File: src/sv/uls_pkg.sv
// Upload link sequencer package: phase codes, sleep constants, register
// indexes, register reset values and the transaction and register structs.
// No dependencies.
package uls_pkg;

  // Sequencer phases
  typedef enum logic [1:0] {
    PH_IDLE = 2'd0,
    PH_ADV  = 2'd1,
    PH_SEND = 2'd2,
    PH_ACK  = 2'd3
  } phase_t;

  // Register indexes
  localparam int unsigned CfgIdxW = 3;
  localparam logic [CfgIdxW-1:0] REG_RETRY_INTERVAL    = 3'd0;
  localparam logic [CfgIdxW-1:0] REG_ADVERTISE_TIMEOUT = 3'd1;
  localparam logic [CfgIdxW-1:0] REG_ACK_TIMEOUT       = 3'd2;
  localparam logic [CfgIdxW-1:0] REG_PACKET_GAP        = 3'd3;
  localparam logic [CfgIdxW-1:0] REG_DAY_GAP           = 3'd4;
  localparam logic [CfgIdxW-1:0] REG_IDLE_SLEEP        = 3'd5;

  // Register reset values
  localparam logic [31:0] RST_RETRY_INTERVAL    = 32'd60000;
  localparam logic [31:0] RST_ADVERTISE_TIMEOUT = 32'd30000;
  localparam logic [31:0] RST_ACK_TIMEOUT       = 32'd5000;
  localparam logic [15:0] RST_PACKET_GAP        = 16'd20;
  localparam logic [15:0] RST_DAY_GAP           = 16'd200;
  localparam logic [15:0] RST_IDLE_SLEEP        = 16'd60000;

  // Sleep times reported outside idle
  localparam logic [15:0] SLEEP_ADV  = 16'd30;
  localparam logic [15:0] SLEEP_BUSY = 16'd10;

  typedef struct packed {
    logic [31:0] now_ms;
    logic        pending_data;
    logic        central_connected;
    logic        subscribed;
    logic        ack_received;
    logic        packets_finished;
  } tick_t;

  typedef struct packed {
    logic        radio_poll;
    logic        radio_on;
    logic        radio_off;
    logic        send_header;
    logic        send_packet;
    logic        clear_day;
    logic [1:0]  phase;
    logic [15:0] sleep_ms;
  } cmd_t;

  typedef struct packed {
    logic [31:0] retry_interval_ms;
    logic [31:0] advertise_timeout_ms;
    logic [31:0] ack_timeout_ms;
    logic [15:0] packet_gap_ms;
    logic [15:0] day_gap_ms;
    logic [15:0] idle_sleep_ms;
  } cfg_t;

endpackage

File: src/sv/uls_cfg_regs.sv
// Upload link sequencer configuration registers.
// Depends on uls_pkg.
module uls_cfg_regs
  import uls_pkg::*;
(
  input  logic               clk,
  input  logic               rst,
  input  logic               cfg_we,
  input  logic [CfgIdxW-1:0] cfg_index,
  input  logic [31:0]        cfg_wdata,
  output cfg_t               cfg
);

  // Write one register; drop bits above its width, ignore unknown indexes
  always_ff @(posedge clk) begin
    if (rst) begin
      cfg.retry_interval_ms    <= RST_RETRY_INTERVAL;
      cfg.advertise_timeout_ms <= RST_ADVERTISE_TIMEOUT;
      cfg.ack_timeout_ms       <= RST_ACK_TIMEOUT;
      cfg.packet_gap_ms        <= RST_PACKET_GAP;
      cfg.day_gap_ms           <= RST_DAY_GAP;
      cfg.idle_sleep_ms        <= RST_IDLE_SLEEP;
    end else if (cfg_we) begin
      case (cfg_index)
        REG_RETRY_INTERVAL:    cfg.retry_interval_ms    <= cfg_wdata;
        REG_ADVERTISE_TIMEOUT: cfg.advertise_timeout_ms <= cfg_wdata;
        REG_ACK_TIMEOUT:       cfg.ack_timeout_ms       <= cfg_wdata;
        REG_PACKET_GAP:        cfg.packet_gap_ms        <= cfg_wdata[15:0];
        REG_DAY_GAP:           cfg.day_gap_ms           <= cfg_wdata[15:0];
        REG_IDLE_SLEEP:        cfg.idle_sleep_ms        <= cfg_wdata[15:0];
        default: ;
      endcase
    end
  end

endmodule

File: src/sv/uls_step.sv
// Upload link sequencer step: phase machine state and the combinational
// logic that turns one tick into one command transaction.
// Depends on uls_pkg.
module uls_step
  import uls_pkg::*;
(
  input  logic  clk,
  input  logic  rst,
  input  logic  step_en,
  input  tick_t tick,
  input  cfg_t  cfg,
  output cmd_t  cmd
);

  phase_t      cur_phase, cur_phase_next;
  logic        header_done, header_done_next;
  logic [31:0] last_packet_at, last_packet_at_next;
  logic [31:0] last_failure_at, last_failure_at_next;
  logic        fail_valid, fail_valid_next;
  logic [31:0] phase_start_at, phase_start_at_next;
  logic [31:0] pause_start_at, pause_start_at_next;
  logic        pausing, pausing_next;

  logic retry_due, adv_expired, gap_due, ack_expired, day_gap_due;

  // Wrapped time differences against the thresholds
  assign retry_due   = (tick.now_ms - last_failure_at) >= cfg.retry_interval_ms;
  assign adv_expired = (tick.now_ms - phase_start_at) >= cfg.advertise_timeout_ms;
  assign gap_due     = (tick.now_ms - last_packet_at) >= {16'd0, cfg.packet_gap_ms};
  assign ack_expired = (tick.now_ms - phase_start_at) >= cfg.ack_timeout_ms;
  assign day_gap_due = (tick.now_ms - pause_start_at) >= {16'd0, cfg.day_gap_ms};

  // Step the phase machine once for this tick
  always_comb begin
    cur_phase_next       = cur_phase;
    header_done_next     = header_done;
    last_packet_at_next  = last_packet_at;
    last_failure_at_next = last_failure_at;
    fail_valid_next      = fail_valid;
    phase_start_at_next  = phase_start_at;
    pause_start_at_next  = pause_start_at;
    pausing_next         = pausing;
    cmd                  = '0;
    cmd.radio_poll       = (cur_phase != PH_IDLE);

    case (cur_phase)
      PH_IDLE: begin
        if (tick.pending_data && (!fail_valid || retry_due)) begin
          cmd.radio_on        = 1'b1;
          phase_start_at_next = tick.now_ms;
          cur_phase_next      = PH_ADV;
        end
      end
      PH_ADV: begin
        if (tick.central_connected && tick.subscribed) begin
          header_done_next     = 1'b0;
          fail_valid_next      = 1'b0;
          last_failure_at_next = '0;
          cur_phase_next       = PH_SEND;
        end else if (adv_expired) begin
          last_failure_at_next = tick.now_ms;
          fail_valid_next      = 1'b1;
          cmd.radio_off        = 1'b1;
          cur_phase_next       = PH_IDLE;
        end
      end
      PH_SEND: begin
        if (!tick.central_connected) begin
          last_failure_at_next = tick.now_ms;
          fail_valid_next      = 1'b1;
          cmd.radio_off        = 1'b1;
          cur_phase_next       = PH_IDLE;
        end else if (!header_done) begin
          cmd.send_header     = 1'b1;
          header_done_next    = 1'b1;
          last_packet_at_next = tick.now_ms;
        end else if (gap_due) begin
          cmd.send_packet     = 1'b1;
          last_packet_at_next = tick.now_ms;
          if (tick.packets_finished) begin
            phase_start_at_next = tick.now_ms;
            cur_phase_next      = PH_ACK;
          end
        end
      end
      PH_ACK: begin
        if (pausing) begin
          // Hold off the next day until the gap has run out
          if (day_gap_due) begin
            pausing_next        = 1'b0;
            header_done_next    = 1'b0;
            phase_start_at_next = tick.now_ms;
            cur_phase_next      = PH_SEND;
          end
        end else if (!tick.central_connected || ack_expired) begin
          last_failure_at_next = tick.now_ms;
          fail_valid_next      = 1'b1;
          cmd.radio_off        = 1'b1;
          cur_phase_next       = PH_IDLE;
        end else if (tick.ack_received) begin
          cmd.clear_day = 1'b1;
          if (tick.pending_data) begin
            pausing_next        = 1'b1;
            pause_start_at_next = tick.now_ms;
          end else begin
            cmd.radio_off  = 1'b1;
            cur_phase_next = PH_IDLE;
          end
        end
      end
      default: ;
    endcase

    cmd.phase = cur_phase_next;
    case (cur_phase_next)
      PH_IDLE: cmd.sleep_ms = cfg.idle_sleep_ms;
      PH_ADV:  cmd.sleep_ms = SLEEP_ADV;
      default: cmd.sleep_ms = SLEEP_BUSY;
    endcase
  end

  // Advance state only when the tick is committed to the output register
  always_ff @(posedge clk) begin
    if (rst) begin
      cur_phase       <= PH_IDLE;
      header_done     <= 1'b0;
      last_packet_at  <= '0;
      last_failure_at <= '0;
      fail_valid      <= 1'b0;
      phase_start_at  <= '0;
      pause_start_at  <= '0;
      pausing         <= 1'b0;
    end else if (step_en) begin
      cur_phase       <= cur_phase_next;
      header_done     <= header_done_next;
      last_packet_at  <= last_packet_at_next;
      last_failure_at <= last_failure_at_next;
      fail_valid      <= fail_valid_next;
      phase_start_at  <= phase_start_at_next;
      pause_start_at  <= pause_start_at_next;
      pausing         <= pausing_next;
    end
  end

endmodule

File: src/sv/upload_link_sequencer.sv
// Upload link sequencer top level: input register, step logic, output register.
// Depends on uls_pkg, uls_cfg_regs and uls_step.
//
//   channel  | handshake              | payload
//   ---------+------------------------+---------------------------------
//   tick     | tick_valid / tick_stall| tick (time and link flags)
//   cmd      | cmd_valid / cmd_stall  | cmd (commands, phase, sleep)
//   config   | cfg_we                 | cfg_index, cfg_wdata
//
// One tick per clock sustained while cmd is not stalled; a taken tick goes
// through the input register, then the step logic into the output register.
// Phase state advances in the same edge that loads the output register.
// A stall on cmd holds the output register and backs up into tick_stall.
// Reset is synchronous: phase idle, all timestamps zero, registers default.
module upload_link_sequencer
  import uls_pkg::*;
(
  input  logic               clk,
  input  logic               rst,
  input  logic               tick_valid,
  output logic               tick_stall,
  input  tick_t              tick,
  output logic               cmd_valid,
  input  logic               cmd_stall,
  output cmd_t               cmd,
  input  logic               cfg_we,
  input  logic [CfgIdxW-1:0] cfg_index,
  input  logic [31:0]        cfg_wdata
);

  cfg_t  cfg;
  tick_t tick_q;
  logic  tick_q_valid;
  cmd_t  step_cmd;
  logic  fire;

  uls_cfg_regs u_cfg (
    .clk       (clk),
    .rst       (rst),
    .cfg_we    (cfg_we),
    .cfg_index (cfg_index),
    .cfg_wdata (cfg_wdata),
    .cfg       (cfg)
  );

  // Step a held tick whenever the output register is free or draining
  assign fire       = tick_q_valid && (!cmd_valid || !cmd_stall);
  assign tick_stall = tick_q_valid && !fire;

  uls_step u_step (
    .clk     (clk),
    .rst     (rst),
    .step_en (fire),
    .tick    (tick_q),
    .cfg     (cfg),
    .cmd     (step_cmd)
  );

  // Input register
  always_ff @(posedge clk) begin
    if (rst) begin
      tick_q_valid <= 1'b0;
    end else if (!tick_stall) begin
      tick_q_valid <= tick_valid;
    end
  end

  always_ff @(posedge clk) begin
    if (tick_valid && !tick_stall) begin
      tick_q <= tick;
    end
  end

  // Output register
  always_ff @(posedge clk) begin
    if (rst) begin
      cmd_valid <= 1'b0;
    end else begin
      cmd_valid <= fire || (cmd_valid && cmd_stall);
    end
  end

  always_ff @(posedge clk) begin
    if (fire) begin
      cmd <= step_cmd;
    end
  end

endmodule

File: config.mk
export PLATFORM = sky130hd
export DESIGN_NAME = upload_link_sequencer
export DESIGN_NICKNAME = d
export VERILOG_FILES = /design/src/sv/uls_pkg.sv /design/src/sv/uls_cfg_regs.sv /design/src/sv/uls_step.sv /design/src/sv/upload_link_sequencer.sv
export SDC_FILE = /design/constraint.sdc
export NUM_CORES = 1
export LEC_CHECK = 0
export BUFFER_PORTS_ARGS = -buffer_cell sky130_fd_sc_hd__buf_2
export CORE_MARGIN = 1
export CORE_UTILIZATION = 30
export DETAILED_ROUTE_END_ITERATION = 16
export PLACE_DENSITY = 0.56
export RECOVER_POWER = 25
export SLEW_MARGIN = 10
export SYNTH_ARGS = -nofsm -noshare
export SYNTH_HDL_FRONTEND = slang
export SYNTH_SLANG_ARGS = --single-unit
File: constraint.sdc
create_clock -name clk -period 7 [get_ports clk]
set_input_delay 0.35 -clock clk [delete_from_list [all_inputs] [get_ports clk]]
set_output_delay 0.35 -clock clk [all_outputs]
set_load 0.01 [all_outputs]
### After elaboration in Yosys (flattened, before gate mapping)

Cells that the tools add are included.

| word-level totals | value |
|---|---|
| bits of input ports | 77 |
| register bits | 340 |
| output and inout port bits | 26 |

| cells by class | value |
|---|---|
| equal/unequal tests | 22 |
| add/subtract/negate cells | 4 |
| bitwise operators | 3 |
| muxes and demuxes | 58 |
| order comparisons | 5 |
| reductions and logical operators | 37 |

Operators by type and width:

| kind | number |
|---|---|
| $mux W32 | 14 |
| $pmux W32 S3 | 2 |
| $sub A32 B32 Y32 | 4 |
| $ge A32 B32 Y1 | 3 |
| $ge A32 B16 Y1 | 2 |
| $pmux W16 S2 | 1 |
| $mux W1 | 25 |
| $mux W2 | 12 |
| $reduce_and A6 Y1 | 3 |
| $reduce_and A2 Y1 | 8 |
| $ne A2 B1 Y1 const B | 7 |
| $ne A2 B2 Y1 const B | 5 |
| $pmux W1 S3 | 3 |
| $reduce_and A9 Y1 | 1 |
| $pmux W2 S4 | 1 |
| $eq A3 B2 Y1 const B | 2 |
| $eq A3 B3 Y1 const B | 2 |
| $logic_and A1 B1 Y1 | 6 |
| $logic_not A1 Y1 | 6 |
| $reduce_bool A3 Y1 | 2 |
| $eq A2 B1 Y1 const B | 2 |
| $eq A2 B2 Y1 const B | 2 |
| $logic_not A2 Y1 | 2 |
| $logic_or A1 B1 Y1 | 4 |
| other kinds (8) | 10 |

### Logic depth before layout (Yosys ltp)

| depth | value |
|---|---|
| depth in word-level cells | 8 |
| gate-level depth with buffers | 30 |
| mapped depth without buffers | 29 |

### Cells and area by module

Synthesis repeated with hierarchy kept, for this count alone.

| second synthesis, totals | value |
|---|---|
| cell total of the unflattened synthesis | 2,708 |
| area, all modules | 23,314.9 µm² |

By module, submodules not included:

| module | area each (µm²) | times used | cells each |
|---|---|---|---|
| uls_step | 15,732.6 | 1 | 2,112 |
| uls_cfg_regs | 5,664.2 | 1 | 525 |
| upload_link_sequencer | 1,918.1 | 1 | 71 |

### Worst setup path after synthesis

Ideal clock, no wire load.

| timing | value |
|---|---|
| kind | flip-flop to flip-flop |
| from | register tick_q[5] in the netlist's numbering |
| to | register u_step.pause_start_at[3] |
| stages on the path, launching flop included | 31 |
| buffers on the path | 2 |
| clock period less this slack | 6,026 ps |
| arrival | 5,898 ps |
| path slack | 974 ps |
| cells stage by stage | edfxtp_1 inv_1 ha_1 inv_1 fa_1 a21o_1 a21oi_1 nor2b_1 o31a_1 o21ai_0 a31o_2 a21oi_1 a22oi_1 nand2b_1 a21o_1 a21oi_1 xnor2_1 ha_1 a21o_1 a21o_1 a21o_1 a21o_1 a21oi_1 o21ai_0 a211oi_1 and3_1 and3_1 clkbuf_1 clkbuf_1 mux2i_1 nor2_1 |

| between the ends | value |
|---|---|
| word-level cells in the longest chain between the ends | 5 |

Ends and longest elaborated chain:

| element | RTL line | RTL |
|---|---|---|
| from (decl) | upload_link_sequencer.sv:32 | `tick_t tick_q;` |
| from (signal assigned) | upload_link_sequencer.sv:70 | `tick_q <= tick;` |
| $sub A32 B32 Y32 | uls_step.sv:30 | `assign ack_expired = (tick.now_ms - phase_start_at) >= cfg.ack_timeout_ms;` |
| $ge A32 B32 Y1 | uls_step.sv:30 |  |
| $logic_or A1 B1 Y1 | uls_step.sv:95 | `end else if (!tick.central_connected \|\| ack_expired) begin` |
| $not A1 Y1 (no line) | - |  |
| $reduce_and A6 Y1 (no line) | - |  |
| to (signal assigned) | uls_step.sv:140 | `pause_start_at <= pause_start_at_next;` |
| to (decl) | uls_step.sv:21 | `logic [31:0] pause_start_at, pause_start_at_next;` |

Every way passes these cells.
A chain may end at the register's enable or synchronous reset.

### Worst setup path after layout

| timing | value |
|---|---|
| from | register tick_q[5] in the netlist's numbering |
| to | register u_step.pause_start_at[0] |

| between the ends | value |
|---|---|
| word-level cells in the longest chain between the ends | 5 |

Ends and longest elaborated chain:

| element | RTL line |
|---|---|
| $sub A32 B32 Y32 | uls_step.sv:30 |
| $ge A32 B32 Y1 | uls_step.sv:30 |
| $logic_or A1 B1 Y1 | uls_step.sv:95 |
| $not A1 Y1 (no line) | - |
| $reduce_and A6 Y1 (no line) | - |

Parallel ways exist; a longest one is shown, timed or not.

==> out/results.md <==
- result of the run: finished with violations
- violated checks: design-rule violations, max-capacitance violations, max-slew violations
- nature of the critical path startpoint: flop
- ant diodes: 0
- area grow syn2layout: 15.1%
- vertical die dimension: 275 um
- Critical Path Most Common Cell: a21o_1
- number of endpoints with negative hold slack in the final report: 0
- post-synth top area cell: dfxtp_1
- mean cell area of the mapped netlist: 8.19 um2
- Netlist Area Pre-Place: 0.0223 mm2
- area fraction of the dominant cell type after synthesis: 25.0%
- unrepaired setup endpoints after global routing: no
- area inside the core boundary: 0.0732 mm2
- Power Total: 5350 uW
- via count: 18482
- Post CTS Setup Buffer Count: 0
- share of synthesized area occupied by flip-flops and latches: 33.3%
- die width: 275 um
- Setup Viol. Count Final: 0
- first drt pass iteration count: 11
- combinational share of power: 18.9%
- slew at the pin closest to its max-slew limit: 1970 ps
- filler cell count: 7663
- antenna violation net count after detailed routing: 0
- total global routing overflow: 0
- reported net switching power: 1520 uW
- final clock period utilization by the worst path: 92.3%
- clock share of power: 41.9%
- Die Area: 0.0754 mm2
- number of standard cells in the final layout excluding fillers: 3824
- global-route total usage across every layer: 15.9%
- cell type of the slowest stage on the worst timing path: edfxtp_1
- Worst path max stage delay: 440 ps
- post-route clock skew: 16.9 ps
- Required @ worst endpoint: 7440 ps
- clock insertion delay at the later pin of the skew report: 570 ps
- TritonCTS clock tree: yes
- count of warnings emitted by yosys: 0
- largest net degree at the start of global routing: 164
- final net count: 3166
- normalized max-slew margin: -31.6%
- final worst hold slack: 56.6 ps
- number of I/O pins: 103
- Top Family by Delay on Critical Path: compound AO/OA/AOI/OAI gates
- count of maximum capacitance violations: 4
- wirelength, routed: 59700 um
- final count of pins violating max slew: 145
- number of I/O port buffers: 102
- global-route wire length before repair: 95800 um
- endpoint class of the critical path: flop
- detailed router's first-iteration violation count: 1139
- TritonCTS Buffers: 41
- Post-synth EDFFs: 61
- detailed-route DRC error count: 7
- Int Pwr: 3830 uW
- switch share: 28.4%
- routed length per placed instance: 15.6 um
- HP Class: in -> reg
- biggest fanout along the worst timing path: 33
- via count of the first global-routing pass: 17736
- nets in the synthesized netlist: 3056
- Synth Flop Type: dfxtp_1
- cell leakage power: 0.00991 uW
- placed instance count: 3711
- Sum Neg Setup Slack: 0 ps
- fraction of layout cells with a size suffix above 1: 7.19%
- PwrDens: 209 mW/mm2
- largest buffer count on any clock path: 3
- Arrival @ worst endpoint: 6900 ps
- maximum clock rate: 0.155 GHz
- number of buffer and inverter stages on the critical path: 4
- number of synthesized register bits: 340
- num rows: 99
- Detail Placement HPWL: 45500 um
- cells resized by post-CTS repair: 0
- synthesized instance count: 2723
- clock root buffer: clkbuf_16
- Area contributors post-synth: dfxtp_1 (25%), ha_1 (14%), edfxtp_1 (8.2%), a21oi_1 (6.8%), nand2_1 (5.5%)
- initial standard-cell utilization of the core: 30.5%
- fin crit period: 6460 ps
- count of different cell masters after synthesis: 71
- worst supply voltage drop on vdd: 0.150 mV
- share of flip-flops with an asynchronous set or reset: 0%
- final weighted congestion of routability-driven global placement: 0.863
- antenna violations before repair: 0
- clock tree sinks: 340
- portion of total power attributed to sequential cells: 39.3%
- clock edge transition at the registers on the reported setup and hold paths: 60 ps
- vias per inst: 4.83
- critical path type: reg -> reg
- depth of the CTS H-tree: 2
## final timing paths
check                                   start                        to  slack, ps  cells past startpoint
worst min register to register   u_cfg.cfg[8]              u_cfg.cfg[8]        450                      2
worst max-delay path                tick_q[5]  u_step.pause_start_at[0]        540                     30
worst min-delay path            cfg_wdata[19]             u_cfg.cfg[99]         60                      3
worst max register to register      tick_q[5]  u_step.pause_start_at[0]        540                     30
## Yosys cell counts, types with 61 or more instances
cell type and instances:
o21ai_0 84, a21o_1 96, nand3_1 71, dfxtp_1 279
nand2_1 329, nor2_1 184, nand2b_1 125, ha_1 252
edfxtp_1 61, mux2i_1 105, xnor2_1 70, a21oi_1 303
clkbuf_1 94, inv_1 288
## state kept, by name, summed over array words and instances, names as in the netlist
name,flops
u_cfg.cfg,144
tick_q_valid,1
u_step.last_packet_at,32
u_step.phase_start_at,32
u_step.cur_phase,2
u_step.pause_start_at,32
tick_q,37
cmd_valid,1
u_step.header_done,1
cmd,24
u_step.last_failure_at,32
u_step.fail_valid,1
u_step.pausing,1
## per-stage QoR
stage | area (um2) | util, % | setup WS [ps]
after floorplan | 22300 | - | 974
after global placement | 23900 | 32.6 | 718
after detailed placement | 23900 | 32.6 | 553
after CTS | 25700 | 35.1 | 506
after global routing | 25700 | 35.0 | 82.1
final | 25700 | 35.0 | 538
## tightest hold or removal path, stage by stage
cell and delay (ps):
buf_2 130, nand2_1 60, a21oi_1 50
## what timing repair did
item / 4_1_cts / 5_1_grt
hold buffers: 38 / 0
endpoints found under the setup margin: 0 / 0
endpoints found under the hold margin: 38 / 0
## layout by cell type (no fill, tap or decap), types with 43 or more instances in the layout
master,instances
nand2_1,329
edfxtp_1,61
mux2i_1,105
nand3_1,71
dfxtp_1,279
nand2b_1,125
clkbuf_16,43
ha_1,252
xnor2_1,70
buf_2,89
o21ai_0,84
a21o_1,96
nor2_1,183
inv_1,288
a21oi_1,302
## final cells by class
class | count | area [um2] | share of cell area, %
Sequential cell | 340 | 7420 | 28.9
Clock inverter | 21 | 259 | 1.01
Multi-Input combinational cell | 1991 | 13400 | 52.3
Inverter | 288 | 1080 | 4.21
Tap cell | 959 | 1200 | 4.68
Timing Repair Buffer | 171 | 1140 | 4.46
Clock buffer | 54 | 1150 | 4.47
## routing by layer
metal / part of all wire [%] / wire length, um / GRT usage, %
met4: 1.7 / 1020 / 3.67
met5: 0 / 0 / 0
met3: 4.1 / 2470 / 2.05
met1: 52 / 31300 / 23.3
met2: 42 / 24900 / 24.3
## power groups by stage
stage | Sequential (uW) | Combinational (uW) | Clock, uW
finish | 2100 | 1010 | 2240
global route | 2110 | 1150 | 2390
CTS | 2100 | 1020 | 2310
detailed placement | 2140 | 995 | 0
global placement | 2140 | 989 | 0
floorplan | 2130 | 720 | 0
## kinds of logic after synthesis
kind of cell               count (synthesis)  synth area share [%]
adders and majority gates                256                  14.5
buffers and inverters                    392                  6.72
AOI/OAI and AO/OA                        668                  18.8
xor gates and xnor gates                  97                  3.81
and+or+nand+nor                          865                  18.2
DFF                                      340                  33.3
muxes                                    105                  4.71
Note: power is estimated with default switching activity, not from simulation.
